**config.mk**
```make
export PLATFORM = sky130hd
export DESIGN_NAME = gkt_back
export DESIGN_NICKNAME = d
export VERILOG_FILES = /design/src/rtl/gkt_pkg.sv /design/src/rtl/gkt_back.sv
export SDC_FILE = /design/constraint.sdc
export NUM_CORES = 2
export LEC_CHECK = 0
export BUFFER_PORTS_ARGS = -buffer_cell sky130_fd_sc_hd__buf_4
export CELL_PAD_IN_SITES_DETAIL_PLACEMENT = 0
export CELL_PAD_IN_SITES_GLOBAL_PLACEMENT = 1
export CORE_MARGIN = 1
export CORE_UTILIZATION = 50
export DETAILED_ROUTE_END_ITERATION = 7
export PLACE_DENSITY_LB_ADDON = 0.1
export SYNTH_ARGS = -nofsm -noshare
export SYNTH_HDL_FRONTEND = slang
export SYNTH_SLANG_ARGS = --single-unit
```
**constraint.sdc**
```tcl
create_clock -name clk -period 19.62 [get_ports clk]
set_clock_uncertainty 0.1 [all_clocks]
set_input_delay 3.924 -clock clk [delete_from_list [all_inputs] [get_ports clk]]
set_output_delay 3.924 -clock clk [all_outputs]
set_load 0.02 [all_outputs]
```
**src/rtl/gkt_pkg.sv**
```systemverilog
// shared types and constants for the gradient to k-space trajectory block
`default_nettype none
package gkt_pkg;

	// configuration port shape
	localparam int CFG_IDX_W  = 8;
	localparam int CFG_DATA_W = 32;

	// register indexes
	localparam logic [CFG_IDX_W-1:0] REG_GAIN     = 8'd0;
	localparam logic [CFG_IDX_W-1:0] REG_UPSAMPLE = 8'd1;

	// field widths
	localparam int GRAD_W = 16;
	localparam int GAIN_W = 32;
	localparam int ACC_W  = 32;
	localparam int PROD_W = 48;
	localparam int WGT_W  = 48;
	localparam int REPS_W = 7;

	// defaults for the top level parameters
	localparam int DEF_MAX_UPSAMPLE = 64;
	localparam int DEF_QUEUE_DEPTH  = 2;

	// one classified gradient sample, as it sits in the queue
	typedef struct packed {
		logic signed [PROD_W-1:0] prod_x;
		logic signed [PROD_W-1:0] prod_y;
		logic signed [GRAD_W-1:0] gx;
		logic signed [GRAD_W-1:0] gy;
		logic                     start;
		logic [REPS_W-1:0]        reps;
	} gkt_item_t;

	// queue status seen by both sides
	typedef struct packed {
		logic full;
		logic empty;
	} gkt_qstat_t;

endpackage
`default_nettype wire

```
**src/rtl/gkt_back.sv**
```systemverilog
// back end: repetition sequencer, saturating accumulators and weight pipeline
`default_nettype none
module gkt_back import gkt_pkg::*; (
	input  wire logic                 clk,
	input  wire logic                 arst_n,
	input  wire gkt_item_t            head,
	input  wire gkt_qstat_t           q_stat,
	output logic                      pop,
	output logic                      out_valid,
	input  wire logic                 out_stall,
	output logic signed [ACC_W-1:0]   kx,
	output logic signed [ACC_W-1:0]   ky,
	output logic [WGT_W-1:0]          weight,
	output logic                      last_of_run
);

	gkt_item_t                cur_q;
	logic                     cur_valid_q;
	logic [REPS_W-1:0]        cnt_q;
	logic signed [ACC_W-1:0]  acc_x_q;
	logic signed [ACC_W-1:0]  acc_y_q;
	logic                     adv;
	logic                     issue;
	logic                     is_last;
	logic                     take;
	logic signed [ACC_W-1:0]  base_x;
	logic signed [ACC_W-1:0]  base_y;
	logic signed [ACC_W-1:0]  new_x;
	logic signed [ACC_W-1:0]  new_y;

	logic                     valid_s1;
	logic signed [ACC_W-1:0]  kx_s1;
	logic signed [ACC_W-1:0]  ky_s1;
	logic signed [GRAD_W-1:0] gx_s1;
	logic signed [GRAD_W-1:0] gy_s1;
	logic                     last_s1;
	logic signed [PROD_W-1:0] px;
	logic signed [PROD_W-1:0] py;

	logic                     valid_s2;
	logic signed [PROD_W-1:0] px_s2;
	logic signed [PROD_W-1:0] py_s2;
	logic signed [ACC_W-1:0]  kx_s2;
	logic signed [ACC_W-1:0]  ky_s2;
	logic                     last_s2;
	logic signed [PROD_W:0]   dot;
	logic [PROD_W:0]          mag;

	logic                     out_valid_q;
	logic signed [ACC_W-1:0]  kx_q;
	logic signed [ACC_W-1:0]  ky_q;
	logic [WGT_W-1:0]         weight_q;
	logic                     last_q;

	// floor of product over 2^16 added to the accumulator, clipped to 32 bits
	function automatic logic signed [ACC_W-1:0] sat_add(
		input logic signed [ACC_W-1:0]  a,
		input logic signed [PROD_W-1:0] p
	);
		logic signed [ACC_W:0] s;
		s = {a[ACC_W-1], a} + {p[PROD_W-1], p[PROD_W-1:PROD_W-ACC_W]};
		if (s[ACC_W] != s[ACC_W-1]) begin
			return s[ACC_W] ? {1'b1, {(ACC_W-1){1'b0}}} : {1'b0, {(ACC_W-1){1'b1}}};
		end
		return s[ACC_W-1:0];
	endfunction

	// the whole pipeline moves when the output register is free or taken
	assign adv     = !out_valid_q || !out_stall;
	assign issue   = cur_valid_q && adv;
	assign is_last = (REPS_W'(cnt_q + 1'b1) == cur_q.reps);
	assign take    = !cur_valid_q || (issue && is_last);
	assign pop     = take && !q_stat.empty;

	// start of readout clears the accumulators ahead of the first repetition
	assign base_x = (cnt_q == '0 && cur_q.start) ? '0 : acc_x_q;
	assign base_y = (cnt_q == '0 && cur_q.start) ? '0 : acc_y_q;
	assign new_x  = sat_add(base_x, cur_q.prod_x);
	assign new_y  = sat_add(base_y, cur_q.prod_y);

	// repetition sequencer and accumulators
	always_ff @(posedge clk or negedge arst_n) begin
		if (!arst_n) begin
			cur_valid_q <= 1'b0;
			cnt_q       <= '0;
			acc_x_q     <= '0;
			acc_y_q     <= '0;
		end else begin
			if (issue) begin
				acc_x_q <= new_x;
				acc_y_q <= new_y;
			end
			if (take) begin
				cur_valid_q <= !q_stat.empty;
				cnt_q       <= '0;
			end else if (issue) begin
				cnt_q <= cnt_q + 1'b1;
			end
		end
	end

	always_ff @(posedge clk) begin
		if (pop) begin
			cur_q <= head;
		end
	end

	// pipeline valid bits
	always_ff @(posedge clk or negedge arst_n) begin
		if (!arst_n) begin
			valid_s1    <= 1'b0;
			valid_s2    <= 1'b0;
			out_valid_q <= 1'b0;
		end else if (adv) begin
			valid_s1    <= issue;
			valid_s2    <= valid_s1;
			out_valid_q <= valid_s2;
		end
	end

	// gradient times position products, then sum and magnitude
	assign px  = gx_s1 * kx_s1;
	assign py  = gy_s1 * ky_s1;
	assign dot = {px_s2[PROD_W-1], px_s2} + {py_s2[PROD_W-1], py_s2};
	assign mag = dot[PROD_W] ? -dot : dot;

	always_ff @(posedge clk) begin
		if (adv) begin
			kx_s1    <= new_x;
			ky_s1    <= new_y;
			gx_s1    <= cur_q.gx;
			gy_s1    <= cur_q.gy;
			last_s1  <= is_last;
			px_s2    <= px;
			py_s2    <= py;
			kx_s2    <= kx_s1;
			ky_s2    <= ky_s1;
			last_s2  <= last_s1;
			kx_q     <= kx_s2;
			ky_q     <= ky_s2;
			weight_q <= mag[WGT_W-1:0];
			last_q   <= last_s2;
		end
	end

	assign out_valid   = out_valid_q;
	assign kx          = kx_q;
	assign ky          = ky_q;
	assign weight      = weight_q;
	assign last_of_run = last_q;

endmodule
`default_nettype wire
```
==> summary.txt <==
Status: completed
Synth Flop Type: edfxtp_1
Row cnt: 127
Final ANT Viol Nets: 0
Clk_lat worst skew: 690 ps
Routed length on met1: 68500 um
CTS tree: done
Async SR Flop Fraction: 13.6%
Hold_buf cts: 0
Setup violators final: 0
Worst Hold Class: flip-flop to flip-flop
Area delta synth->final: 9.31%
Via-to-Cell Ratio: 5.36
Number of I/O pins: 256
Drt initial violations: 2813
WL final: 154000 um
Synthesis warning total: 0
Clk root buf: clkbuf_16
Synth Register Bits: 550
Post-Place Cells: 7682
H-tree depth: 2
Worst path required time: 15600 ps
Routed via count: 41800
Tot GR Track Use: 26.0%
Setup CP Type: input port to output port
Non-Filler Instances: 7798
Vias in the first global route: 43800
Synth area leader: fa_1
Sink Count: 550
Worst EP arrival: 5100 ps
Max-cap violations: 0
Post-Synthesis Cells: 5985
Top Layer Used: met4
Area share of the largest cell type after synthesis: 32.2%
Slew at the pin with the worst max-slew slack: 1240 ps
RSZ-0062 raised after global routing: false
Avg Cell Area, Syn: 10.1 um^2
Worst setup path startpoint: out_stall
Post-Place Cell Area: 64200 um^2
Mapped Area: 60700 um^2
Commonest cells post-synth: inv_1 (1138), fa_1 (975), nand2_1 (760)
Gr ovfl total: 0
Slew headroom: 17.3%
Resized cells post-CTS: 0
Setup TNS: 0 ps
HP Start: cur_q[16]
Wire per inst: 19.8 um
Crit path time final: 9120 ps
Hold slack: 312 ps
Sequential-to-total area share from yosys stat: 26.6%
Die width: 350 um
Hold Path Depth: 0
Die height: 350 um
Die ar.: 123000 um^2
Port bufs: 222
Cell with the most instances after synthesis: inv_1
Crit-path max FO: 27
RR Startpoint: ky_s1[4]
Reg2reg path depth: 24
Final slew viol count: 0
F_max: 110 MHz
Unique masters post-synth: 89
Initial antenna violation count: 4
DPL Wire Length: 116000 um
Max Buffers Root-to-Sink: 3
Core Area: 120000 um^2
Initial Utilization: 50.5%
WL met2: 73100 um
Synth top area cells: fa_1 (32%), edfxtp_1 (24%), ha_1 (7.1%)
Num CTS Buffers: 61
Clk slew on worst S/H paths: 60 ps
Startpoint types: input port
Final Hold Viols: 0
Worst Setup End Kind: output port
Final period util: 46.5%
Synthesized Nets: 7444
Largest net degree at the start of global routing: 74
1st-pass router iterations: 5
Setup Buffers After CTS: 0
GP Congestion: 0.885
DRC Markers: 0
Layout cells sized above 1: 7.41%
Fin nets: 7592
First-pass GRT wire length: 245000 um
Wire length on met3: 8930 um
Post-route cell area: 66300 um^2
Post-synth EDFFs: 475
-- flip-flops by register name (all words and copies together), names as in the netlist --
signal,cells
kx,32
acc_y_q,32
kx_s1,32
px_s2,48
valid_s1,1
cnt_q,7
last_of_run,1
py_s2,48
weight,48
valid_s2,1
cur_valid_q,1
last_s2,1
gy_s1,16
out_valid,1
ky_s2,32
ky_s1,32
cur_q,104
ky,32
gx_s1,16
last_s1,1
kx_s2,32
acc_x_q,32
-- cell type report --
type | count | area, um^2
multi-input combinational | 4068 | 39400
tap | 1612 | 2020
fill | 10900 | 53800
clock buffer | 80 | 1680
clock inverter | 34 | 432
timing repair buffer | 312 | 2340
antenna | 2 | 5.00
inverter | 1140 | 4280
sequential | 550 | 16100
-- worst max-delay path, cell delays in order --
cell	delay [ps]
buf_4	140
nand3_1	250
nand2_1	150
nor2_4	90
buf_4	330
buf_4	210
-- per-stage QoR --
| step | setup WS [ps] | util [%] |
|---|---|---|
| floorplan | 4730 | - |
| detailed placement | 10460 | 53.5 |
| finish | 10500 | 55.2 |
| global placement | 10480 | 53.5 |
| CTS | 10460 | 55.2 |
| global route | 10410 | 55.2 |
-- cells by family (layout without fill, tap and decap cells) --
group	Yosys count	count (layout)	share of synthesized area (%)
AOI/OAI and AO/OA	727	727	7.73
xor gates and xnor gates	238	238	3.44
adders and majority gates	1330	1330	39.4
buffers and inverters	1367	1566	8.47
DFF	550	550	26.6
muxes	20	20	0.361
other	0	2	0
and+or+nand+nor	1753	1753	14.0
-- cell usage in the layout (no fill, tap or decap), types with 8 or more instances in the layout --
cell,netlist,layout
inv_1,1138,1138
fa_1,975,975
nand2_1,760,759
edfxtp_1,475,475
and2_1,472,471
ha_1,343,343
buf_4,0,312
nor2_1,227,226
a21oi_1,220,219
xnor2_1,184,184
o21ai_0,144,144
a21o_1,92,92
dfrtp_1,75,75
clkbuf_16,0,61
nand3_1,59,58
xor2_1,54,54
nand2b_1,46,46
nor3_1,40,40
o21a_1,35,35
o21bai_1,28,28
nor2b_1,26,26
a31oi_1,26,26
a211oi_1,25,25
and3_1,24,24
or3_1,23,23
nand4_1,20,20
o211ai_1,17,17
o31ai_1,17,17
mux2_2,15,15
maj3_1,12,12
clkbuf_1,221,11
clkinv_2,0,11
a21boi_0,9,9
a211o_1,8,8
nand3b_1,8,8
clkbuf_8,0,8
bufinv_16,0,8
-- final timing paths --
check | to | slack (ps)
min in group asynchronous | acc_x_q[19] | 3060
max reg2reg | py_s2[47] | 11390
min reg2reg | gy_s1[8] | 310
max | pop | 10500
max in group asynchronous | acc_y_q[19] | 15220
min | gy_s1[8] | 310
-- routing by layer --
layer	vias up	global-route usage, %
met4	0	6.11
met5	-	0
met3	183	3.57
li1	19200	-
met2	1041	42.7
met1	21400	36.7
Power is left out: the tool's default activity adds up to more than one toggle a clock period on the data nets, which glitch-free logic cannot reach.
