--- config.mk ---
export PLATFORM = sky130hd
export DESIGN_NAME = gkt_front
export DESIGN_NICKNAME = d
export VERILOG_FILES = /design/src/rtl/gkt_pkg.sv /design/src/rtl/gkt_front.sv
export SDC_FILE = /design/constraint.sdc
export NUM_CORES = 2
export LEC_CHECK = 0
export BUFFER_PORTS_ARGS = -buffer_cell sky130_fd_sc_hd__buf_2
export CAP_MARGIN = 0
export CORE_ASPECT_RATIO = 0.6
export CORE_MARGIN = 1
export CORE_UTILIZATION = 50
export CTS_CLUSTER_SIZE = 10
export DETAILED_ROUTE_END_ITERATION = 12
export PLACE_DENSITY = 0.72
export RECOVER_POWER = 25
export SLEW_MARGIN = 20
export SYNTH_ARGS = -nofsm -noshare
export SYNTH_HDL_FRONTEND = slang
export SYNTH_SLANG_ARGS = --single-unit
export TNS_END_PERCENT = 10
--- constraint.sdc ---
create_clock -name clk -period 10.1 [get_ports clk]
set_input_delay 2.02 -clock clk [delete_from_list [all_inputs] [get_ports clk]]
set_output_delay 2.02 -clock clk [all_outputs]
set_load 0.005 [all_outputs]
--- src/rtl/gkt_pkg.sv ---
// shared types and constants for the gradient to k-space trajectory block
`default_nettype none
package gkt_pkg;

	// configuration port shape
	localparam int CFG_IDX_W  = 8;
	localparam int CFG_DATA_W = 32;

	// register indexes
	localparam logic [CFG_IDX_W-1:0] REG_GAIN     = 8'd0;
	localparam logic [CFG_IDX_W-1:0] REG_UPSAMPLE = 8'd1;

	// field widths
	localparam int GRAD_W = 16;
	localparam int GAIN_W = 32;
	localparam int ACC_W  = 32;
	localparam int PROD_W = 48;
	localparam int WGT_W  = 48;
	localparam int REPS_W = 7;

	// defaults for the top level parameters
	localparam int DEF_MAX_UPSAMPLE = 64;
	localparam int DEF_QUEUE_DEPTH  = 2;

	// one classified gradient sample, as it sits in the queue
	typedef struct packed {
		logic signed [PROD_W-1:0] prod_x;
		logic signed [PROD_W-1:0] prod_y;
		logic signed [GRAD_W-1:0] gx;
		logic signed [GRAD_W-1:0] gy;
		logic                     start;
		logic [REPS_W-1:0]        reps;
	} gkt_item_t;

	// queue status seen by both sides
	typedef struct packed {
		logic full;
		logic empty;
	} gkt_qstat_t;

endpackage
`default_nettype wire

--- src/rtl/gkt_front.sv ---
// front end: config registers, input capture, repeat count and gradient times gain
`default_nettype none
module gkt_front import gkt_pkg::*; #(
	parameter int MAX_UPSAMPLE = DEF_MAX_UPSAMPLE
) (
	input  wire logic                    clk,
	input  wire logic                    arst_n,
	input  wire logic                    cfg_we,
	input  wire logic [CFG_IDX_W-1:0]    cfg_index,
	input  wire logic [CFG_DATA_W-1:0]   cfg_data,
	input  wire logic                    in_valid,
	output logic                         in_stall,
	input  wire logic signed [GRAD_W-1:0] grad_x,
	input  wire logic signed [GRAD_W-1:0] grad_y,
	input  wire logic                    start_of_readout,
	input  wire gkt_qstat_t              q_stat,
	output logic                         push,
	output gkt_item_t                    item
);

	localparam logic [REPS_W-1:0] MAX_REPS = REPS_W'(MAX_UPSAMPLE);

	logic [GAIN_W-1:0]        gain_q;
	logic [REPS_W-1:0]        factor_q;
	logic                     valid_s1;
	logic signed [GRAD_W-1:0] gx_s1;
	logic signed [GRAD_W-1:0] gy_s1;
	logic                     start_s1;
	logic [REPS_W-1:0]        reps_s1;
	logic [REPS_W-1:0]        reps;
	logic                     accept;
	logic signed [PROD_W:0]   full_x;
	logic signed [PROD_W:0]   full_y;
	logic signed [GAIN_W:0]   gain_s;

	// configuration registers
	always_ff @(posedge clk or negedge arst_n) begin
		if (!arst_n) begin
			gain_q   <= '0;
			factor_q <= REPS_W'(1);
		end else if (cfg_we) begin
			if (cfg_index == REG_GAIN) begin
				gain_q <= cfg_data[GAIN_W-1:0];
			end else if (cfg_index == REG_UPSAMPLE) begin
				factor_q <= cfg_data[REPS_W-1:0];
			end
		end
	end

	// clamp the repeat count to one through the maximum
	always_comb begin
		if (factor_q == '0) begin
			reps = REPS_W'(1);
		end else if (factor_q > MAX_REPS) begin
			reps = MAX_REPS;
		end else begin
			reps = factor_q;
		end
	end

	// handshake: hold the capture stage while the queue is full
	assign push     = valid_s1 && !q_stat.full;
	assign in_stall = valid_s1 && q_stat.full;
	assign accept   = in_valid && !in_stall;

	// capture stage
	always_ff @(posedge clk or negedge arst_n) begin
		if (!arst_n) begin
			valid_s1 <= 1'b0;
		end else if (accept) begin
			valid_s1 <= 1'b1;
		end else if (push) begin
			valid_s1 <= 1'b0;
		end
	end

	always_ff @(posedge clk) begin
		if (accept) begin
			gx_s1    <= grad_x;
			gy_s1    <= grad_y;
			start_s1 <= start_of_readout;
			reps_s1  <= reps;
		end
	end

	// signed gradient times unsigned gain, registered in the queue
	assign gain_s = $signed({1'b0, gain_q});
	assign full_x = gx_s1 * gain_s;
	assign full_y = gy_s1 * gain_s;

	always_comb begin
		item.prod_x = full_x[PROD_W-1:0];
		item.prod_y = full_y[PROD_W-1:0];
		item.gx     = gx_s1;
		item.gy     = gy_s1;
		item.start  = start_s1;
		item.reps   = reps_s1;
	end

endmodule
`default_nettype wire

==> metrics list <==
- Total Nets Final: 5448
- Outcome: finished, violations left
* Sequential cell area: 0.00223 mm²
- Entering global routing, the biggest net connects 41 pins.
* Pwr/cell area: 99.9 mW/mm²
- From synthesis to final layout, the design area changed by 8.16%.
* Die Y-Extent: 211 µm
- Reported max-cap violation count: 1
- The worst setup path is launched from a flip-flop.
- At the later pin of the worst-skew pair, clock insertion delay measures 0.41 ns.
- After floorplanning, the core was sized to cover 0.0719 mm².
* Violated checks: capacitance limit, slew limit
- CTS saw 80 sinks.
- Synthesis produced a netlist whose cell count is 4096.
- VDD sags by at most 0.173 mV.
- In this run, the number of DRC markers left after iteration 0 of detailed routing was 1886.
* Initial Utilization: 50.6%
- Top post-synthesis cells by area: sky130_fd_sc_hd__fa_1 46%, sky130_fd_sc_hd__inv_1 10%, sky130_fd_sc_hd__ha_1 10%, sky130_fd_sc_hd__and2_1 7.8%, sky130_fd_sc_hd__nand2_1 5.9%
- The worst path uses 97.5% of the clock period.
- Main synth FF type: sky130_fd_sc_hd__edfxtp_1
- The largest individual stage delay along the critical path comes from the cell sky130_fd_sc_hd__dfrtp_1.
- CTS placed an instance of sky130_fd_sc_hd__clkbuf_16 at the clock tree root.
- DRC: 0
* Clock-pin transition on the worst setup and hold timing paths: 0.06 ns
- The floorplan has 76 rows.
- The detail route stage leaves a number of antenna-violating nets equal to 0.
- Setup repair after global routing missed its margin: false
- Area of the mapped netlist: 0.0364 mm²
* Period minus WS final: 9.85 ns
- For this run, the top clock speed supported by timing is 102 MHz.
- Fraction of final layout cells with drive strength greater than 1: 10.2%
* Area occupied by multi-input gates: 0.0296 mm²
- In this run, CTS created clock tree buffers numbering 9.
* Number of nets produced by synthesis: 5309
- In the final routed layout, each cell accounts on average for 17.4 µm.
* Arrival time worst endpoint: 7.83 ns
- Transition time at the pin with the least slew margin: 2.87 ns
- Global routing consumed, on the met3 layer, 6.45% of the routing resources.
- Area fraction of the dominant cell type after synthesis: 46.0%
- The largest single stage delay on the critical path is 0.78 ns.
- For met2 alone, demand over resource in global routing was 39.0%.
* First-pass detailed-route iteration total: 5
- Worst clock skew on the final layout: 0.0152 ns
* Total Wirelength: 90700 µm
* Number of pins exceeding their max-slew limit in the final report: 41
* Met1 global-route usage: 38.7%
- Vias per cell: 5.20
- Buffers placed on the I/O ports in this run total 215.
- Endpoint required time on the critical path: 8.08 ns
- Count of H-tree levels built during CTS: 3
- Setup Slack @ Placement: 0.377 ns
* Overall global routing resource usage: 26.1%
- CP endpoint kind: output port
- Summed over all layers, the global routing overflow is 0.
- Post-route worst setup slack: 0.255 ns
- The clock passes through at most 2 buffers.
- In this run the tightest slew margin relative to its limit is -91.1%.
- 217 I/O pins were placed.
- Via count of the first global-routing pass: 27900
- The cell that appears most often on the critical path is sky130_fd_sc_hd__fa_1.
- Top Usage Layer GRT: met2
- Initial antenna violation count: 6
* Worst hold-check path type: reg2reg
- Ys Warns: 0
- Synthesized area per cell: 8.89 µm²
- Cells along the critical path: buf_4 > nand2_1 > fa_1 > inv_1 > fa_1 > inv_1 > fa_1 > inv_1 > fa_1 > fa_1 > inv_1 > fa_1 > inv_1 > ha_1 > a2111o_1 > o221ai_2 > a21oi_2 > o41ai_4 > o211ai_1 > o211ai_1 > o21ai_1 > a311oi_1 > xnor2_1 > buf_2
- Kind of critical path: reg2out
- The layout has 6537 filler cells.
- The die is 350 µm wide.
- Detailed placement HPWL: 74800 µm
- The first global-routing pass estimated 150000 µm of wire.
- The synthesized design contains 40 enable-type register cells.
- Sequential area share after synthesis: 6.05%
* Netlist cell types: 67
- Total via count in the routed design: 27100
* Library cell occupying the most area in the post-synthesis netlist: sky130_fd_sc_hd__fa_1
- Biggest fanout along the worst timing path: 16
- Sum of negative setup slack: 0 ns
* Gp weighted congestion: 0.906
- The number of endpoints with negative hold slack in the final report is 0.
- Seq cells post-synth: 80
- For this run, asynchronously set or reset flops after synthesis account for 50.0%.
* TritonCTS clock tree: done
- The die covers 0.0739 mm².
* Cell leakage power: 20.2 nW
* Setup violators final: 0
==> sequential cells by signal, summed over array words and instances, names as in the netlist <==
name / cells
factor_q: 7
gain_q: 32
gx_s1: 16
gy_s1: 16
reps_s1: 7
start_s1: 1
valid_s1: 1
==> per-layer routing <==
metal / wire [µm] / up-vias / share of wire [%]
met1: 41300 / 13800 / 46
met2: 39300 / 1010 / 43
met4: 1390 / 4 / 1.5
li1: - / 12200 / -
met5: 24 / - / 0.026
met3: 8690 / 84 / 9.6
==> cells by family (layout without fill, tap and decap cells) <==
kind of cell / after synthesis / after routing / share of synthesized area (%)
other: 0 / 2 / 0
adder cells (fa/ha/maj): 1134 / 1134 / 56.2
AO/OA/AOI/OAI: 266 / 266 / 4.80
buffers and inverters: 1244 / 1388 / 12.8
flip-flops: 80 / 80 / 6.05
AND/OR/NAND/NOR: 1240 / 1240 / 16.6
XOR/XNOR: 92 / 92 / 2.21
multiplexers: 40 / 40 / 1.23
==> critical path: cells and delay by family (launching register included) <==
family,cells,cell delay [ns]
flops,1,0.78
compound gates,8,2.56
xor+xnor,1,0.16
simple gates,1,0.11
fa+ha+maj,7,2.96
buf+inv,7,0.85
==> through the flow <==
| step | power (W) | instances | cell area, µm² | utilization (%) | hold slack, ns |
|---|---|---|---|---|---|
| 3_3_place_gp | 0.00352 | 5181 | 38800 | 54.0 | 0.496 |
| 5_1_grt | 0.00441 | 5215 | 39400 | 54.8 | 0.557 |
| 3_5_place_dp | 0.00360 | 5181 | 38800 | 54.0 | 0.501 |
| 2_1_floorplan | 0.00257 | 4096 | 36400 | - | 0.495 |
| 4_1_cts | 0.00395 | 5197 | 39100 | 54.3 | 0.515 |
| 6_report | 0.00394 | 5217 | 39400 | 54.8 | 0.516 |
==> placed cells by master, fill, tap and decap left out, drive strengths merged, types with 3 or more instances in the layout <==
cell and instances:
dfrtp 39, o211ai 3, clkinv 3, edfxtp 40, ha 298, buf 350
nand2b 27, a211oi 8, nor3 14, nand4 16, xnor2 68, fa 836
o21ai 47, a311oi 5, and2 451, a31oi 9, clkbuf 14, a41o 4
o21a 8, o21bai 16, o2111ai 3, a21o 42, nor4 6, nand2 572
a21oi 89, nor2b 19, mux2 39, o221ai 5, nand3 16, a211o 3
inv 1021, and3 12, a31o 5, nor2 99, xor2 24
==> repair_timing <==
action	in CTS	in global routing
hold endpoints to repair	0	0
gates resized for setup	3	17
buffers inserted	0	18
hold buffers	0	0
endpoints found under the setup margin	3	15
==> area by class of cell <==
class,instances,share of cell area (%)
antenna,2,0.0127
clock buffer,10,0.582
clock inverter,6,0.108
inverter,1018,9.70
multi-input combinational,2772,75.1
sequential,80,5.66
tap,975,3.10
timing repair buffer,354,5.75
==> where the power goes <==
| group | total (W) | internal, W | switching (W) |
|---|---|---|---|
| combinational | 0.00318 | 0.00132 | 0.00185 |
| clock | 0.000341 | 0.000168 | 0.000173 |
| sequential | 0.000418 | 0.000363 | 0.0000547 |
==> synth_stat cells, types with 4 or more instances <==
library cell and number:
sky130_fd_sc_hd__inv_1 1018, sky130_fd_sc_hd__fa_1 836, sky130_fd_sc_hd__nand2_1 572, sky130_fd_sc_hd__and2_1 451, sky130_fd_sc_hd__ha_1 298, sky130_fd_sc_hd__clkbuf_1 220
sky130_fd_sc_hd__nor2_1 99, sky130_fd_sc_hd__a21oi_1 88, sky130_fd_sc_hd__xnor2_1 68, sky130_fd_sc_hd__a21o_1 42, sky130_fd_sc_hd__edfxtp_1 40, sky130_fd_sc_hd__o21ai_0 40
sky130_fd_sc_hd__dfrtp_1 39, sky130_fd_sc_hd__mux2_2 39, sky130_fd_sc_hd__nand2b_1 27, sky130_fd_sc_hd__xor2_1 24, sky130_fd_sc_hd__nor2b_1 19, sky130_fd_sc_hd__nand3_1 16
sky130_fd_sc_hd__nand4_1 16, sky130_fd_sc_hd__o21bai_1 16, sky130_fd_sc_hd__nor3_1 13, sky130_fd_sc_hd__and3_1 12, sky130_fd_sc_hd__a31oi_1 9, sky130_fd_sc_hd__a211oi_1 8
sky130_fd_sc_hd__o21a_1 8, sky130_fd_sc_hd__o21ai_1 7, sky130_fd_sc_hd__nor4_1 6, sky130_fd_sc_hd__a311oi_1 5, sky130_fd_sc_hd__a31o_2 4, sky130_fd_sc_hd__a41o_1 4
sky130_fd_sc_hd__o221ai_1 4
==> worst paths after layout <==
path | startpoint | endpoint | slack, ns | depth (start not counted)
min in group asynchronous | arst_n | valid_s1$_DFFE_PN0P_ | 2.62 | 2
max in group asynchronous | arst_n | gain_q[11]$_DFFE_PN0P_ | 5.42 | 2
max | gain_q[3]$_DFFE_PN0P_ | item[133] | 0.25 | 24
min reg2reg | gain_q[23]$_DFFE_PN0P_ | gain_q[23]$_DFFE_PN0P_ | 0.52 | 1
min | gain_q[23]$_DFFE_PN0P_ | gain_q[23]$_DFFE_PN0P_ | 0.52 | 1
max reg2reg | valid_s1$_DFFE_PN0P_ | gx_s1[2]$_DFFE_PP_ | 8.38 | 3
(Power assumes the default switching activity.)
