==> config.mk <==
export PLATFORM = sky130hd
export DESIGN_NAME = gkt_queue
export DESIGN_NICKNAME = d
export VERILOG_FILES = /design/src/rtl/gkt_pkg.sv /design/src/rtl/gkt_queue.sv
export SDC_FILE = /design/constraint.sdc
export NUM_CORES = 1
export LEC_CHECK = 0
export BUFFER_PORTS_ARGS = -buffer_cell sky130_fd_sc_hd__buf_2
export CORE_MARGIN = 2
export CORE_UTILIZATION = 40
export CTS_BUF_LIST = sky130_fd_sc_hd__clkbuf_8 sky130_fd_sc_hd__clkbuf_16
export DETAILED_ROUTE_END_ITERATION = 10
export GPL_TIMING_DRIVEN = 0
export PLACE_DENSITY = 0.71
export SLEW_MARGIN = 40
export SYNTH_ARGS = -nofsm -noshare
export SYNTH_HDL_FRONTEND = slang
export SYNTH_SLANG_ARGS = --single-unit
export TNS_END_PERCENT = 5
==> constraint.sdc <==
create_clock -name clk -period 11.8 [get_ports clk]
set_input_delay 1.77 -clock clk [delete_from_list [all_inputs] [get_ports clk]]
set_output_delay 1.77 -clock clk [all_outputs]
set_load 0.05 [all_outputs]
==> src/rtl/gkt_pkg.sv <==
// shared types and constants for the gradient to k-space trajectory block
`default_nettype none
package gkt_pkg;

	// configuration port shape
	localparam int CFG_IDX_W  = 8;
	localparam int CFG_DATA_W = 32;

	// register indexes
	localparam logic [CFG_IDX_W-1:0] REG_GAIN     = 8'd0;
	localparam logic [CFG_IDX_W-1:0] REG_UPSAMPLE = 8'd1;

	// field widths
	localparam int GRAD_W = 16;
	localparam int GAIN_W = 32;
	localparam int ACC_W  = 32;
	localparam int PROD_W = 48;
	localparam int WGT_W  = 48;
	localparam int REPS_W = 7;

	// defaults for the top level parameters
	localparam int DEF_MAX_UPSAMPLE = 64;
	localparam int DEF_QUEUE_DEPTH  = 2;

	// one classified gradient sample, as it sits in the queue
	typedef struct packed {
		logic signed [PROD_W-1:0] prod_x;
		logic signed [PROD_W-1:0] prod_y;
		logic signed [GRAD_W-1:0] gx;
		logic signed [GRAD_W-1:0] gy;
		logic                     start;
		logic [REPS_W-1:0]        reps;
	} gkt_item_t;

	// queue status seen by both sides
	typedef struct packed {
		logic full;
		logic empty;
	} gkt_qstat_t;

endpackage
`default_nettype wire

==> src/rtl/gkt_queue.sv <==
// short queue between the front and the back end
`default_nettype none
module gkt_queue import gkt_pkg::*; #(
	parameter int DEPTH = DEF_QUEUE_DEPTH
) (
	input  wire logic      clk,
	input  wire logic      arst_n,
	input  wire logic      push,
	input  wire gkt_item_t wdata,
	input  wire logic      pop,
	output gkt_item_t      rdata,
	output gkt_qstat_t     stat
);

	localparam int PW = (DEPTH > 1) ? $clog2(DEPTH) : 1;
	localparam int CW = $clog2(DEPTH + 1);

	gkt_item_t       mem_q [DEPTH];
	logic [PW-1:0]   wr_ptr_q;
	logic [PW-1:0]   rd_ptr_q;
	logic [CW-1:0]   count_q;
	logic            do_push;
	logic            do_pop;

	assign stat.full  = (count_q == CW'(DEPTH));
	assign stat.empty = (count_q == '0);
	assign do_push    = push && !stat.full;
	assign do_pop     = pop && !stat.empty;
	assign rdata      = mem_q[rd_ptr_q];

	function automatic logic [PW-1:0] next_ptr(input logic [PW-1:0] p);
		return (p == PW'(DEPTH - 1)) ? '0 : p + 1'b1;
	endfunction

	// pointers and fill count
	always_ff @(posedge clk or negedge arst_n) begin
		if (!arst_n) begin
			wr_ptr_q <= '0;
			rd_ptr_q <= '0;
			count_q  <= '0;
		end else begin
			if (do_push) begin
				wr_ptr_q <= next_ptr(wr_ptr_q);
			end
			if (do_pop) begin
				rd_ptr_q <= next_ptr(rd_ptr_q);
			end
			if (do_push && !do_pop) begin
				count_q <= count_q + 1'b1;
			end else if (do_pop && !do_push) begin
				count_q <= count_q - 1'b1;
			end
		end
	end

	// entry storage
	always_ff @(posedge clk) begin
		if (do_push) begin
			mem_q[wr_ptr_q] <= wdata;
		end
	end

endmodule
`default_nettype wire

==> flow_summary.ini, run 1 <==
[route]
wl_met3_um = 1580
wl_per_cell_um = 17.5
drc = 0
vias = 5167
drt_wl_total_um = 19500
ant_nets = 0
route.met2.wl_um = 9820
met1_length_um = 7440
drt-pass1-iter-count = 4
top_layer = met4
drtIter0Drc = 311
vias_per_cell = 4.64

[setup_path]
rr_endpoint = mem_q[1][20]$_DFFE_PP_
crit_fanout = 10
r2r_setup_slack_ps = 9910
required_ps = 10030
end_kind = primary output
crit_chain = buf_6 > clkbuf_8 > mux2_2 > buf_2
arrival_ps = 1910
endpoint = rdata[28]
crit_start = rd_ptr_q$_DFFE_PN0P_
crit_path_top_delay_cell = dfrtp_1
worstSetupStartpointType = flip-flop
rr_worst_depth = 4
r2r_start = count_q[0]$_DFFE_PN0P_
critPathKind = reg2out
max_stage_delay_ps = 380

[synthesis]
synthTopCellsByArea = edfxtp_1 (81%), mux2_2 (15%), dfrtp_1 (0.99%)
synthesis.instances = 442
synth-seq-cells = 276
ys_warn_count = 0
yosys.area.top_type = edfxtp_1
synth_fp_nets = 583
ys_seq_area_frac = 0.820
avgSynthCellArea_um2 = 22.8
netlist_area_um2 = 10100
synth_top_cell_area_share = 0.810
synth.distinct_cells = 14

[floorplanning]
num_io_pins = 278
dieArea_um2 = 26500
placeableCoreArea_um2 = 25000
rows = 58
die_y_um = 163
start_util = 0.404
die_w_um = 163

[finish]
n_fill_cell = 2056
fin_util = 0.520
fin_cells = 1114
drive_gt1_frac = 0.614
fin_nets = 903
area_delta_synth_final_pct = 28.7

[pwr]
swShare = 0.407
p_leak_nw = 4.89
p_int_mw = 2.29
clkPwrFrac = 0.211
p_switching_mw = 1.57
power_frac_seq = 0.359
power.density_nw_per_um2 = 297
ir_drop_v = 0.000168
p_comb_frac = 0.430

[placed_design]
io_buffers = 277
routabilityCongestion = 0.707
dp.cells = 1061
hpwlAfterDp_um = 13300
place_ws_ps = 8640

[grt]
gr-total-overflow = 0
grt_pass1_wl_um = 29000
track_usage = 0.141
grt_max_degree = 36
antenna_found_initial = 1
grt_pass1_vias = 5414

[job]
max_cap_violations = 0

[sta]
hold_violations = 0
worstMarginPinSlew_ps = 332
fmax_ghz = 0.272
finalSetupTns_ps = 0
period_needed_ps = 3680
fin_worst_skew_ps = 6.87
relSlewSlack = 0.777
rsz0062_at_grt = false
fin_worst_hold_slack_ps = 527
fin_ws_ps = 8120
slew_violations = 0
min_period_over_period = 0.312
setup_viol = 0

[clocking]
cts_max_level = 1
clkTransAtPathRegs_ps = 60
cts_buffer_depth = 3
cts.sinks = 276
cts_tree = done
cts_hold_buf = 0
cts_buffers = 29
root_buffer = clkbuf_16
clk_latency_ps = 540
post_cts_buffers = 0
cts_resized = 0

[min_path]
whs_path_depth = 1
min_path_type = reg2reg

[run_status]
status = completed
==> cells in the final DEF (no fill, tap or decap), types with 2 or more instances in the layout <==
cell type / count
buf_2: 277
buf_12: 4
mux2_2: 136
clkbuf_8: 7
diode_2: 2
clkbuf_16: 29
edfxtp_1: 272
nor2_1: 2
buf_6: 8
dfrtp_1: 4
xnor2_1: 3
buf_8: 6
xor2_1: 2
clkinv_2: 6
inv_1: 7
buf_16: 2
clkinv_1: 8
==> stage by stage <==
stage / area (µm²) / total power, mW
after global placement: 11900 / 3.08
after detailed placement: 12100 / 3.08
after floorplan: 10100 / 2.71
final: 13000 / 3.86
after CTS: 13000 / 3.91
after global routing: 13000 / 4.02
==> registers in the layout, indices dropped and copies added, names as in the netlist <==
name	count
rd_ptr_q	1
mem_q	272
count_q	2
wr_ptr_q	1
==> cell type report <==
type | count | area [µm²] | share of cell area
flip-flops and latches | 276 | 8270 | 0.637
multi-input cells | 149 | 1630 | 0.126
repair buffers | 289 | 1610 | 0.124
clock buffers | 29 | 726 | 0.0559
well taps | 330 | 413 | 0.0318
plain buffers | 15 | 186 | 0.0144
clock inverters | 22 | 125 | 0.00964
inverters | 2 | 7.51 | 0.000579
diodes | 2 | 5.00 | 0.000386
==> metal layers <==
layer,vias to the layer above,global-route usage
li1,2406,-
met1,2508,0.161
met2,205,0.250
met3,48,0.0425
met4,0,0.0535
met5,-,0
==> kinds of logic (layout without fill, tap and decap cells) <==
kind of cell	count (synthesis)	after routing	synth area share
other	0	2	0
AND/OR/NAND/NOR	6	6	0.00273
adder cells (fa/ha/maj)	1	1	0.00124
buffers and inverters	17	357	0.0192
multiplexers	136	136	0.152
flip-flops	276	276	0.820
AO/OA/AOI/OAI	1	1	0.000496
XOR/XNOR	5	5	0.00434
==> synthesized netlist by cell type (all sizes together) <==
cell type  count
edfxtp       272
mux2         136
buf            8
clkbuf         7
dfrtp          4
nor2           3
xnor2          3
inv            2
xor2           2
and3           1
ha             1
nand2          1
nand2b         1
o21ai          1
==> how the worst min path moves through the flow <==
stage / start / end / slack (ps)
global placement: wr_ptr_q$_DFFE_PN0P_ / wr_ptr_q$_DFFE_PN0P_ / 470
finish: count_q[1]$_DFFE_PN0P_ / count_q[1]$_DFFE_PN0P_ / 530
detailed placement: count_q[1]$_DFFE_PN0P_ / count_q[1]$_DFFE_PN0P_ / 520
global route: count_q[1]$_DFFE_PN0P_ / count_q[1]$_DFFE_PN0P_ / 550
floorplan: wr_ptr_q$_DFFE_PN0P_ / wr_ptr_q$_DFFE_PN0P_ / 460
CTS: count_q[1]$_DFFE_PN0P_ / count_q[1]$_DFFE_PN0P_ / 520
==> power groups by stage <==
| stage | registers (mW) | clock network, mW | logic (mW) |
|---|---|---|---|
| after global placement | 1.47 | 0 | 1.61 |
| final | 1.38 | 0.815 | 1.66 |
| after global routing | 1.40 | 0.877 | 1.74 |
| after floorplan | 1.44 | 0 | 1.27 |
| after detailed placement | 1.41 | 0 | 1.68 |
| after CTS | 1.39 | 0.839 | 1.69 |
==> critical path: cells and delay by family (launching register included) <==
family / cells / cell delay, ps
buffers and inverters: 3 / 630
flip-flops: 1 / 380
multiplexers: 1 / 350
(Power assumes the default switching activity.)
==> run 2, diff against run 1 <==
--- a/config.mk
+++ b/config.mk
@@ -5,13 +5,14 @@
 export SDC_FILE = /design/constraint.sdc
 export NUM_CORES = 1
 export LEC_CHECK = 0
+export ABC_AREA = 1
 export BUFFER_PORTS_ARGS = -buffer_cell sky130_fd_sc_hd__buf_2
 export CORE_MARGIN = 2
 export CORE_UTILIZATION = 40
 export CTS_BUF_LIST = sky130_fd_sc_hd__clkbuf_8 sky130_fd_sc_hd__clkbuf_16
 export DETAILED_ROUTE_END_ITERATION = 10
 export GPL_TIMING_DRIVEN = 0
-export PLACE_DENSITY = 0.71
+export PLACE_DENSITY = 0.73
 export SLEW_MARGIN = 40
 export SYNTH_ARGS = -nofsm -noshare
 export SYNTH_HDL_FRONTEND = slang
==> constraint.sdc (replaced) <==
create_clock -name clk -period 3.2 [get_ports clk]
set_input_delay 0.48 -clock clk [delete_from_list [all_inputs] [get_ports clk]]
set_output_delay 0.48 -clock clk [all_outputs]
set_load 0.05 [all_outputs]
==> run 2 against run 1 <==
- total power rose to 4.0 times the previous value
- global-route usage grew 1.7 points
- area after synthesis up 1.8%
- non-clock buffer count is 13 higher
- largest cell class unchanged
- via count is 24% higher
- sequential power grew to 3.7 times the previous value
==> flow_summary.ini, run 2 <==
[run_status]
status = completed

[finish]
fin_nets = 1200
fin_area_um2 = 13200
regMostFlops = mem_q
area_delta_synth_final_pct = 28.9
drive_gt1_frac = 0.336
top_regs = mem_q (272), count_q (2)
final_common_cell = nand2_1
largest_reg_flops = 272
final_cell_mix = nand2_1 (417), buf_2 (277), edfxtp_1 (272), buf_6 (29), clkbuf_16 (29)
fin_util = 0.525
fin_cells = 1414
n_fill_cell = 2132

[floorplanning]
die_w_um = 164
placeableCoreArea_um2 = 25200
rows = 58
die_y_um = 164
num_io_pins = 278
start_util = 0.408
dieArea_um2 = 27000

[synthesis]
synth_mux_area_frac = 0
yosys.area.top_type = edfxtp_1
synth-seq-cells = 276
avgSynthCellArea_um2 = 13.8
netlist_area_um2 = 10300
ys_warn_count = 0
synth_top_flop_cell = edfxtp_1
synth.most_common_cell = nand2_1
synthSimpleGateAreaFrac = 0.156
synth.distinct_cells = 14
ys_seq_area_frac = 0.806
synthArstFlopShare = 0.0145
synthXorXnorAreaFrac = 0.000853
synthAdderAreaFrac = 0.00122
synth_common_cells = nand2_1 (417), edfxtp_1 (272), buf_6 (29)
synth_top_family_by_area = simple AND/OR/NAND/NOR gates
synth_fp_nets = 883
synth_top_cell_area_share = 0.796
synth_edf_count = 272
synthesis.instances = 742
synth_compound_area_frac = 0.000975
synthTopCellsByArea = edfxtp_1 (80%), nand2_1 (15%), buf_6 (3.2%)

[setup_path]
crit_chain = inv_2 > buf_6 > buf_6 > nand2_1 > nand2_1 > buf_2
critPathKind = reg2out
critical-path-top-delay-family = buffers and inverters
crit_fanout = 10
worstSetupStartpointType = flip-flop
arrival_ps = 1880
end_kind = primary output
required_ps = 2720
crit_path_top_delay_cell = dfrtp_1
crit_buf_inv = 4
max_stage_delay_ps = 420

[sta]
finalSetupTns_ps = 0
period_needed_ps = 2360
worstMarginPinSlew_ps = 550
relSlewSlack = 0.633
hold_violations = 0
slew_violations = 0
fin_worst_skew_ps = 11.1
fmax_ghz = 0.423
fin_ws_ps = 839
min_period_over_period = 0.738
setup_viol = 0
rsz0062_at_grt = false

[route]
drtIter0Drc = 384
wl_met3_um = 2550
drt_wl_total_um = 22100
drt-pass1-iter-count = 5
vias = 6418
top_layer = met5
vias_per_cell = 4.54
drc = 0
ant_nets = 0
met1_length_um = 8240
route.met2.wl_um = 10600
wl_per_cell_um = 15.6

[clocking]
clkTransAtPathRegs_ps = 60
cts_buffer_depth = 3
cts_buffers = 28
post_cts_buffers = 0
cts.sinks = 276
clk_latency_ps = 540
root_buffer = clkbuf_16
cts_tree = done
cts_max_level = 1

[placed_design]
post_dp_cell_area_um2 = 12300
hpwlAfterDp_um = 15400
io_buffers = 277
place_ws_ps = 1030
dp.cells = 1358
routabilityCongestion = 0.743

[grt]
gr-total-overflow = 0
track_usage = 0.158
grt_pass1_vias = 6446
grt_max_degree = 72
grt_pass1_wl_um = 33100
antenna_found_initial = 5

[pwr]
power.density_nw_per_um2 = 1160
ir_drop_v = 0.000839
p_leak_nw = 5.74

[min_path]
min_path_type = in2reg

[job]
max_cap_violations = 0
[run 2: layout make-up]
type,instances,area (µm²),area share
repair buffers,287,1590,0.121
well taps,330,413,0.0312
clock inverters,17,138,0.0104
clock buffers,34,795,0.0601
flip-flops and latches,276,8270,0.625
diodes,4,10.0,0.000757
multi-input cells,428,1640,0.124
inverters,8,37.5,0.00284
plain buffers,30,334,0.0253
[run 2: through the flow]
step	hold slack [ps]	power, mW
floorplan	184	10.4
global placement	293	12.1
detailed placement	294	12.3
CTS	91.7	15.5
global route	93.5	16.1
finish	124	15.3
[run 2: repair_timing]
action / 4_1_cts / 5_1_grt
endpoints found under the hold margin: 4 / 0
hold buffers: 1 / 0
gates resized for setup: 0 / 0
[run 2: per-layer routing]
layer	GRT usage	up-vias
met5	0	-
met2	0.273	258
met3	0.0667	43
met4	0.0526	2
li1	-	3146
met1	0.175	2969
[run 2: worst reg2reg max path, cell delays in order, from the launching register on]
cell	delay, ps
dfrtp_1	410
inv_1	110
nor2_1	90
nor2_1	170
nand2_1	170
inv_8	410
buf_16	360
[run 2: where the power goes]
| part | internal, mW | total [mW] | switching [mW] |
|---|---|---|---|
| clock network | 1.91 | 3.22 | 1.31 |
| registers | 4.92 | 5.10 | 0.185 |
| logic | 1.59 | 7.00 | 5.41 |
| total | 8.42 | 15.3 | 6.90 |
[run 2: final timing paths]
check                                            start                 endpoint  slack, ps  cells after the start
worst min register to register    wr_ptr_q$_DFFE_PN0P_     wr_ptr_q$_DFFE_PN0P_        490                      2
worst min-delay path                        wdata[110]  mem_q[0][110]$_DFFE_PP_        120                      1
max in group asynchronous                       arst_n     wr_ptr_q$_DFFE_PN0P_       2770                      2
worst max-delay path              rd_ptr_q$_DFFE_PN0P_                rdata[13]        840                      6
worst max register to register  count_q[1]$_DFFE_PN0P_   mem_q[0][39]$_DFFE_PP_       1070                      6
min in group asynchronous                       arst_n   count_q[1]$_DFFE_PN0P_        300                      2
[run 2: logic make-up after synthesis]
group / Yosys count
adders and majority gates: 1
and+or+nand+nor: 424
DFF: 276
buffers and inverters: 38
AOI/OAI and AO/OA: 2
xor gates and xnor gates: 1
==> run 3, diff against run 2 <==
--- a/config.mk
+++ b/config.mk
@@ -12,7 +12,7 @@
 export CTS_BUF_LIST = sky130_fd_sc_hd__clkbuf_8 sky130_fd_sc_hd__clkbuf_16
 export DETAILED_ROUTE_END_ITERATION = 10
 export GPL_TIMING_DRIVEN = 0
-export PLACE_DENSITY = 0.73
+export PLACE_DENSITY = 0.71
 export SLEW_MARGIN = 40
 export SYNTH_ARGS = -nofsm -noshare
 export SYNTH_HDL_FRONTEND = slang
==> constraint.sdc (replaced) <==
create_clock -name clk -period 2.41 [get_ports clk]
set_input_delay 0.3615 -clock clk [delete_from_list [all_inputs] [get_ports clk]]
set_output_delay 0.3615 -clock clk [all_outputs]
set_load 0.05 [all_outputs]
==> run 3 against run 2 <==
- via count up 11%
- sequential share of layout area shrank 6.1 points
- critical path type unchanged
- die area unchanged
- routed wire length up 15%
- sequential power increased by 33%
- register-to-register slack worse by 650 ps
- highest routed layer is now met4
- final area rose by 11%
- combinational power is 40% higher
- clock-buffer cell count shrank 5
==> flow_summary.ini, run 3 (synthesis results as in run 2) <==
[grt]
grt_pass1_vias = 7377
antenna_found_initial = 1
track_usage = 0.184
grt_pass1_wl_um = 38300
grt_max_degree = 26
gr-total-overflow = 0

[pwr]
ir_drop_v = 0.00122
power_frac_seq = 0.327
p_switching_mw = 9.44
swShare = 0.454
clkPwrFrac = 0.201
power.density_nw_per_um2 = 1420
power.total_mw = 20.8
p_comb_frac = 0.471
p_leak_nw = 6.30
p_int_mw = 11.3

[finish]
area_delta_synth_final_pct = 42.7
drive_gt1_frac = 0.302
fin_util = 0.582
n_fill_cell = 1948
final_common_cell = nand2_1
regMostFlops = mem_q
regArea_um2 = 8270
fin_nets = 1339
final_cell_mix = nand2_1 (416), buf_2 (277), edfxtp_1 (272), dlygate4sd3_1 (133)
largest_reg_flops = 272
top_regs = mem_q (272), count_q (2)
multi_input_area_um2 = 1650

[clocking]
cts.sinks = 276
post_cts_buffers = 0
cts_tree = done
clk_latency_ps = 540
cts_buffer_depth = 3
root_buffer = clkbuf_16
cts_max_level = 1
clkTransAtPathRegs_ps = 60
cts_buffers = 29

[floorplanning]
rows = 58
start_util = 0.408
placeableCoreArea_um2 = 25200
num_io_pins = 278
die_y_um = 164
die_w_um = 164
dieArea_um2 = 27000

[min_path]
min_path_type = in2reg
whs_path_depth = 1
hold_end = mem_q[1][133]$_DFFE_PP_
min_from = wdata[133]

[setup_path]
required_ps = 2050
arrival_ps = 1890
crit_path_top_delay_cell = dfrtp_1
critPathKind = reg2out
max_stage_delay_ps = 410
crit_fanout = 10
end_kind = primary output
rr_worst_depth = 6
crit_chain = inv_2 > buf_6 > buf_6 > nand2_1 > nand2_1 > buf_2
r2r_start = count_q[1]$_DFFE_PN0P_
r2r_setup_slack_ps = 420
rr_endpoint = mem_q[1][35]$_DFFE_PP_
worstSetupStartpointType = flip-flop

[placed_design]
routabilityCongestion = 0.746
hpwlAfterDp_um = 15900
place_ws_ps = 422
io_buffers = 277

[job]
max_cap_violations = 0

[sta]
setup_viol = 0
hold_violations = 0
worstMarginPinSlew_ps = 447
fin_ws_ps = 162
fin_worst_skew_ps = 13.1
period_needed_ps = 2250
fmax_ghz = 0.445
finalSetupTns_ps = 0
min_period_over_period = 0.933
slew_violations = 0
rsz0062_at_grt = false
relSlewSlack = 0.699

[route]
drt_wl_total_um = 25500
ant_nets = 0
vias_per_cell = 4.59
drc = 0
drtIter0Drc = 422
vias = 7113
wl_per_cell_um = 16.4
drt-pass1-iter-count = 5

[run_status]
status = completed
[run 3: area by class of cell]
class                   instances  area share
repair buffers                425       0.209
inverters                       8     0.00231
clock inverters                24      0.0113
clock buffers                  29      0.0495
multi-input cells             428       0.113
diodes                          1    0.000171
flip-flops and latches        276       0.564
well taps                     330      0.0282
plain buffers                  30      0.0228
[run 3: metal layers]
layer	vias up	GRT usage	routed length (µm)
li1	3430	-	-
met1	3352	0.204	9520
met2	274	0.338	13000
met3	57	0.0553	2140
met4	0	0.0558	767
met5	-	0	0
[run 3: worst max-delay path by stage]
stage | cells after the start | endpoint | from | slack, ps
global placement | 5 | mem_q[0][30]$_DFFE_PP_ | count_q[1]$_DFFE_PN0P_ | -1970
CTS | 6 | rdata[32] | rd_ptr_q$_DFFE_PN0P_ | 110
finish | 6 | rdata[32] | rd_ptr_q$_DFFE_PN0P_ | 160
floorplan | 5 | mem_q[0][0]$_DFFE_PP_ | count_q[1]$_DFFE_PN0P_ | -900
detailed placement | 6 | mem_q[1][39]$_DFFE_PP_ | count_q[1]$_DFFE_PN0P_ | 420
global route | 6 | rdata[32] | rd_ptr_q$_DFFE_PN0P_ | 50
[run 3: critical path: cells and delay by family, from the launching register on]
| kind | cells | cell delay (ps) |
|---|---|---|
| and+or+nand+nor | 2 | 180 |
| DFF | 1 | 410 |
| buffers and inverters | 4 | 740 |
[run 3: power groups by stage]
stage          Clock (mW)  Sequential (mW)  Combinational [mW]
2_1_floorplan           0             6.91                6.90
3_3_place_gp            0             7.00                9.14
3_5_place_dp            0             6.88                9.64
4_1_cts              4.25             6.79                9.84
5_1_grt              4.47             6.88                10.4
6_report             4.18             6.80                9.79
[run 3: stage by stage]
stage	hold WS [ps]	cells	cell area [µm²]
after CTS	0.574	1550	14600
after floorplan	65.9	742	10300
after global routing	2.43	1551	14600
final	23.4	1551	14600
after detailed placement	177	1364	12400
after global placement	177	1349	12100
[run 3: repair_timing]
action                    4_1_cts  5_1_grt
resized for setup               0        0
hold buffers                  133        0
hold endpoints to repair      267        0
